==> src/rtl/core/fbpa_pkg.sv <==
// Shared types, widths and constants of the fixed block pool allocator.
package fbpa_pkg;

    localparam int MAX_BLOCKS_DEF = 1024;
    localparam int INDEX_SPAN     = 1024;

    localparam int SIZE_W  = 17;
    localparam int COUNT_W = 11;
    localparam int REQ_W   = 32;
    localparam int IDX_W   = 10;
    localparam int BYTE_W  = 27;
    localparam int PROD_W  = COUNT_W + SIZE_W;
    localparam int CFG_W   = 17;
    localparam int CFG_IDX_W = 1;

    localparam logic [SIZE_W-1:0]  BLOCK_SIZE_RST  = 17'd64;
    localparam logic [COUNT_W-1:0] BLOCK_COUNT_RST = 11'd1024;

    localparam logic [CFG_IDX_W-1:0] CFG_BLOCK_SIZE  = 1'b0;
    localparam logic [CFG_IDX_W-1:0] CFG_BLOCK_COUNT = 1'b1;

    typedef enum logic {
        OP_ALLOC = 1'b0,
        OP_FREE  = 1'b1
    } t_op;

    typedef enum logic [1:0] {
        ST_OK      = 2'd0,
        ST_SIZE    = 2'd1,
        ST_EMPTY   = 2'd2,
        ST_BADFREE = 2'd3
    } t_status;

    typedef enum logic [1:0] {
        S_IDLE,
        S_MUL,
        S_DONE
    } t_state;

    // Control from the sequencer to the accounting unit.
    typedef struct packed {
        logic mul_en;
        logic commit;
    } t_acct_ctl;

    // Accounting view as seen by the result word.
    typedef struct packed {
        logic [COUNT_W-1:0] live_peak;
        logic [BYTE_W-1:0]  byte_total;
        logic [BYTE_W-1:0]  byte_peak;
    } t_acct_view;

endpackage

==> src/rtl/core/fbpa_acct.sv <==
// Byte accounting: live count times block size, saturation and peak tracking.
module fbpa_acct (
    input  logic                            i_clk,
    input  logic                            i_rst_n,
    input  fbpa_pkg::t_acct_ctl             i_ctl,
    input  logic [fbpa_pkg::COUNT_W-1:0]    i_live,
    input  logic [fbpa_pkg::SIZE_W-1:0]     i_block_size,
    output fbpa_pkg::t_acct_view            o_view
);

    logic [fbpa_pkg::PROD_W-1:0]  r_prod;
    logic [fbpa_pkg::COUNT_W-1:0] r_live_peak;
    logic [fbpa_pkg::BYTE_W-1:0]  r_byte_total;
    logic [fbpa_pkg::BYTE_W-1:0]  r_byte_peak;
    logic [fbpa_pkg::COUNT_W-1:0] n_live_peak;
    logic [fbpa_pkg::BYTE_W-1:0]  n_byte_total;
    logic [fbpa_pkg::BYTE_W-1:0]  n_byte_peak;

    // Product register: one 11x17 multiply per request.
    always_ff @(posedge i_clk) begin
        if (i_ctl.mul_en) begin
            r_prod <= {{fbpa_pkg::SIZE_W{1'b0}}, i_live}
                    * {{fbpa_pkg::COUNT_W{1'b0}}, i_block_size};
        end
    end

    always_comb begin
        // Saturate at the top of the byte range.
        n_byte_total = r_prod[fbpa_pkg::PROD_W-1]
                     ? {fbpa_pkg::BYTE_W{1'b1}} : r_prod[fbpa_pkg::BYTE_W-1:0];
        n_live_peak  = (i_live > r_live_peak) ? i_live : r_live_peak;
        n_byte_peak  = (n_byte_total > r_byte_peak) ? n_byte_total : r_byte_peak;
    end

    always_ff @(posedge i_clk) begin
        if (!i_rst_n) begin
            r_live_peak  <= '0;
            r_byte_total <= '0;
            r_byte_peak  <= '0;
        end else if (i_ctl.commit) begin
            r_live_peak  <= n_live_peak;
            r_byte_total <= n_byte_total;
            r_byte_peak  <= n_byte_peak;
        end
    end

    always_comb begin
        if (i_ctl.commit) begin
            o_view.live_peak  = n_live_peak;
            o_view.byte_total = n_byte_total;
            o_view.byte_peak  = n_byte_peak;
        end else begin
            o_view.live_peak  = r_live_peak;
            o_view.byte_total = r_byte_total;
            o_view.byte_peak  = r_byte_peak;
        end
    end

endmodule

==> config.mk <==
export PLATFORM = sky130hd
export DESIGN_NAME = fbpa_acct
export DESIGN_NICKNAME = d
export VERILOG_FILES = /design/src/rtl/core/fbpa_pkg.sv /design/src/rtl/core/fbpa_acct.sv
export SDC_FILE = /design/constraint.sdc
export NUM_CORES = 1
export LEC_CHECK = 0
export ABC_AREA = 1
export BUFFER_PORTS_ARGS = -buffer_cell sky130_fd_sc_hd__buf_2
export CAP_MARGIN = 0
export CORE_MARGIN = 1.5
export CORE_UTILIZATION = 61
export CTS_BUF_LIST = sky130_fd_sc_hd__clkbuf_16
export CTS_CLUSTER_SIZE = 25
export DETAILED_ROUTE_END_ITERATION = 10
export HOLD_SLACK_MARGIN = 0.08
export PLACE_DENSITY = 0.85
export SETUP_SLACK_MARGIN = 0.5
export SKIP_LAST_GASP = 1
export SYNTH_ARGS = -nofsm -noshare
export SYNTH_HDL_FRONTEND = slang
export SYNTH_SLANG_ARGS = --single-unit
==> constraint.sdc <==
create_clock -name i_clk -period 7.8 [get_ports i_clk]
set_input_delay 1.56 -clock i_clk [delete_from_list [all_inputs] [get_ports i_clk]]
set_output_delay 1.56 -clock i_clk [all_outputs]
set_load 0.005 [all_outputs]
# --- Word level (Yosys, flattened, before mapping) ---
# Cells that the tools add are included.
op_classes:
  n_addsub: 0
  mul: 1
  n_div: 0
  order_cmp: 2
  eq_ne: 0
  shift: 0
  mux: 4
  n_bitwise: 0
  n_reduce_logical: 0
op_table:
  columns: ["operator", "count"]
  rows:
  - ["$mux W65", 1]
  - ["$mux W27", 2]
  - ["$mul A11 B17 Y28", 1]
  - ["$gt A27 B27 Y1", 1]
  - ["$gt A11 B11 Y1", 1]
  - ["$mux W11", 1]
word_totals:
  ff_bits: 93
  latch_bits: 0
  ram_bits: 0
  romBits: 0
  inputBits: 32
  output_inout_bits: 65
  elab_cells: 11
  n_memories: 0

# --- Depth between registers and ports, before layout ---
logic_depth:
  depth_word: 4
  ltp_mapped: 23
  ltp_nobuf: 21

# --- Least setup slack after synthesis ---
# OpenSTA, ideal clock, no wires.
synth_path:
  kind: "input -> register"
  from: "input port i_live[7] in the netlist's numbering"
  to: "register r_prod[26] in the netlist's numbering (data pin)"
  setup_time_ps: 253
  arrival_time_ps: 5976
  required_time_ps: 7547
  slack_ps: 1572
  stages: 19
  path_buffers: 2
  cell_sequence: "clkbuf_1 -> clkbuf_1 -> nand2_1 -> fa_1 -> inv_1 -> fa_1 -> fa_1 -> fa_1 -> inv_1 -> fa_1 -> inv_1 -> ha_1 -> nand2_1 -> o21ai_0 -> inv_1 -> o21ai_0 -> nand2_1 -> nand4_1 -> nand2_1"
synth_via:
  elab_chain_cells: 1
synth_rtl:
  columns: ["element", "line_no", "rtl"]
  rows:
  - ["from (decl)", "fbpa_acct.sv:6", "input logic [fbpa_pkg::COUNT_W-1:0] i_live,"]
  - ["$mul A11 B17 Y28", "fbpa_acct.sv:23", "* {{fbpa_pkg::COUNT_W{1'b0}}, i_block_size};"]
  - ["to (signal assigned)", "fbpa_acct.sv:22", "r_prod <= {{fbpa_pkg::SIZE_W{1'b0}}, i_live}"]
  - ["to (decl)", "fbpa_acct.sv:11", "logic [fbpa_pkg::PROD_W-1:0] r_prod;"]
# No other way between the ends.
# A chain may end at the register's enable or synchronous reset.

# --- Worst setup path after layout ---
layout_path:
  from: "input port i_live[6] in the netlist's numbering"
  to: "register r_prod[26] in the netlist's numbering (data pin)"
# The elaborated chain is that of the path after synthesis.

==> impl_metrics.tcl <==
set metrics [dict create \
    status "completed" \
    synthAdderAreaFrac_pct 34.5 \
    fin_skew_ns 0.00722 \
    total_power_mw 4.68 \
    clockBufferDepth 2 \
    antennaDiodeCount 0 \
    yosys-mux-area-fraction_pct 0 \
    synth_top_family_by_area "adder cells" \
    area_growth_pct 6.80 \
    clock-sinks 93 \
    fin_crit_ns 6.16 \
    dp_hpwl_um 20900 \
    path_clk_slew_ns 0.08 \
    yosys.cell_types.count 35 \
    viasPerCell 5.30 \
    rows 50 \
    die_h_um 141 \
    syn_nets 1825 \
    yosysSeqAreaShare_pct 18.6 \
    post_cts_buffers 0 \
    layout.cells.most_common_list "422 x inv_1, 359 x nand2_1, 134 x fa_1" \
    wirelength_um 27000 \
    cap_violations 0 \
    worst_slew_pin_slew_ns 0.953 \
    cts_tree "yes" \
    antenna_found_initial 0 \
    first_global_vias 10200 \
    rsz0062_at_grt "no" \
    initial_core_util_pct 61.9 \
    fin_setup_tns_ns 0 \
    fmax_mhz 162 \
    cp.required_ns 7.92 \
    worst_ep_arrival_time_ns 6.27 \
    syn_area_mm2 0.0115 \
    synth-compound-area-share_pct 4.27 \
    wire_per_inst_um 14.7 \
    dieWidth_um 141 \
    maxSlewHeadroom_pct 36.5 \
    syn_inst 1555 \
    final_nets 1870 \
    htreeDepth 3 \
    p_per_area_mw_per_mm2 380 \
    cts_hold_buffers 0 \
    dr_total_vias 9752 \
    drc_errors 0 \
    fin_hold_ws_ns 0.514 \
    portBuffers 96 \
    synthXorXnorAreaFrac_pct 1.52 \
    ant_nets 0 \
    drt-pass1-iter-count 5 \
    synthSimpleGateAreaFrac_pct 24.8 \
    end_kind "register" \
    coreArea_mm2 0.0186 \
    crit_fanout 19 \
    dieArea_mm2 0.0198 \
    track_usage_pct 29.2 \
    overflow 0 \
    layout_commonest_cell "inv_1" \
    drt_iter0_drc 595 \
    synth_seq_cells 93 \
    maxSlewViolCount 0 \
    period_share_pct 78.9 \
    p_leak_nw 7.11 \
    clock_latency_ns 0.35 \
    hold_violations 0 \
    grt_max_degree 66 \
    cts_resized 0 \
    syn_avg_cell_area_um2 7.42 \
    gp_congestion 0.917 \
    setup_viol 0 \
    cts_made_buffers 9 \
    path_class "input pin to register" \
    grt_first_pass_wirelength_um 46300 \
    drive_above_1_share_pct 12.6 \
    hp-class "register to register" \
    crit_path_start_kind "input pin" \
    ys_warn_count 0 \
    irDropWorstVdd_mv 0.294 \
    num_io_pins 97 \
    cts_root_buffer "clkbuf_16" \
]
stage by stage:
stage | utilization (%) | cells | cell area [um2] | setup slack [ns]
4_1_cts | 66.1 | 1839 | 12300 | 1.68
6_report | 66.1 | 1839 | 12300 | 1.64
3_5_place_dp | 64.6 | 1823 | 12000 | 1.31
5_1_grt | 66.1 | 1839 | 12300 | 1.34
2_1_floorplan | - | 1555 | 11500 | 1.57
3_3_place_gp | 64.6 | 1823 | 12000 | 1.41
critical path: stages:
cell and delay (ns):
buf_2 0.38, nand2_1 0.15, fa_1 0.56, inv_1 0.07
fa_1 0.47, fa_1 0.53, fa_1 0.55, inv_1 0.06
fa_1 0.54, inv_1 0.04, ha_1 0.38, nand2_1 0.14
o21ai_0 0.24, inv_1 0.08, o21ai_0 0.23, nand2_1 0.11
nand4_1 0.10, nand2_1 0.05
layout make-up:
type                       instances  area [um2]
multi-input combinational        973        7510
fill                            1548        6320
sequential                        93        2140
inverter                         425        1600
timing repair buffer              98         495
tap                              234         293
clock buffer                       9         225
clock inverter                     7        62.6
path summary, 6_finish.rpt:
kind | startpoint | endpoint | slack, ns | depth (start not counted)
worst max register to register | r_prod[27]$_DFFE_PP_ | r_byte_peak[19]$_SDFFE_PN0P_ | 4.22 | 14
worst max-delay path | i_live[6] | r_prod[26]$_DFFE_PP_ | 1.64 | 18
worst min-delay path | r_byte_total[18]$_SDFFE_PN0P_ | r_byte_total[18]$_SDFFE_PN0P_ | 0.51 | 2
worst min register to register | r_byte_total[18]$_SDFFE_PN0P_ | r_byte_total[18]$_SDFFE_PN0P_ | 0.51 | 2
kinds of logic after synthesis:
family          count (synthesis)
compound gates                 91
xor+xnor                       20
fa+ha+maj                     238
buf+inv                       489
flops                          93
simple gates                  624
sequential cells by signal, summed over array words and instances, names as in the netlist:
signal / flops
r_byte_total: 27
r_live_peak: 11
r_byte_peak: 27
r_prod: 28
synthesized netlist by cell type:
master / number / area, um2
edfxtp_1: 28 / 841
nand3_1: 40 / 200
nand2_2: 24 / 150
nand3b_1: 11 / 82.6
ha_1: 104 / 1300
fa_1: 134 / 2680
nand2_4: 21 / 236
a21oi_2: 1 / 8.76
inv_2: 2 / 7.51
o21ai_1: 1 / 5.00
nor4_1: 3 / 18.8
o21ai_0: 39 / 195
buf_4: 3 / 22.5
o31ai_1: 1 / 7.51
nand4_1: 10 / 62.6
buf_12: 2 / 40.0
nand2_8: 1 / 20.0
nor2_2: 23 / 144
inv_1: 423 / 1590
nor3_1: 5 / 25.0
dfxtp_1: 65 / 1300
nand3_2: 12 / 120
xor2_1: 11 / 96.3
o21bai_1: 2 / 15.0
clkbuf_1: 52 / 195
a31oi_1: 3 / 18.8
a21o_1: 7 / 52.6
buf_1: 1 / 3.75
nand2_1: 359 / 1350
xnor2_1: 9 / 78.8
nor2_4: 3 / 33.8
o21a_1: 2 / 15.0
buf_2: 6 / 30.0
a21oi_1: 35 / 175
nor2_1: 112 / 420
power breakdown:
group | switching [mW] | internal, mW | leakage, nW
Clock | 0.220 | 0.225 | 0.141
Combinational | 2.17 | 1.26 | 6.16
Sequential | 0.0462 | 0.758 | 0.815
metal layers:
metal  vias to the layer above  GRT usage [%]  wire (um)
li1                       4627              -          -
met1                      4648           34.9      10800
met2                       394           52.6      13500
met3                        83           4.00       1810
met4                         0           12.4        890
met5                         -              0          0
No activity file was read; power rests on OpenSTA's default activity.
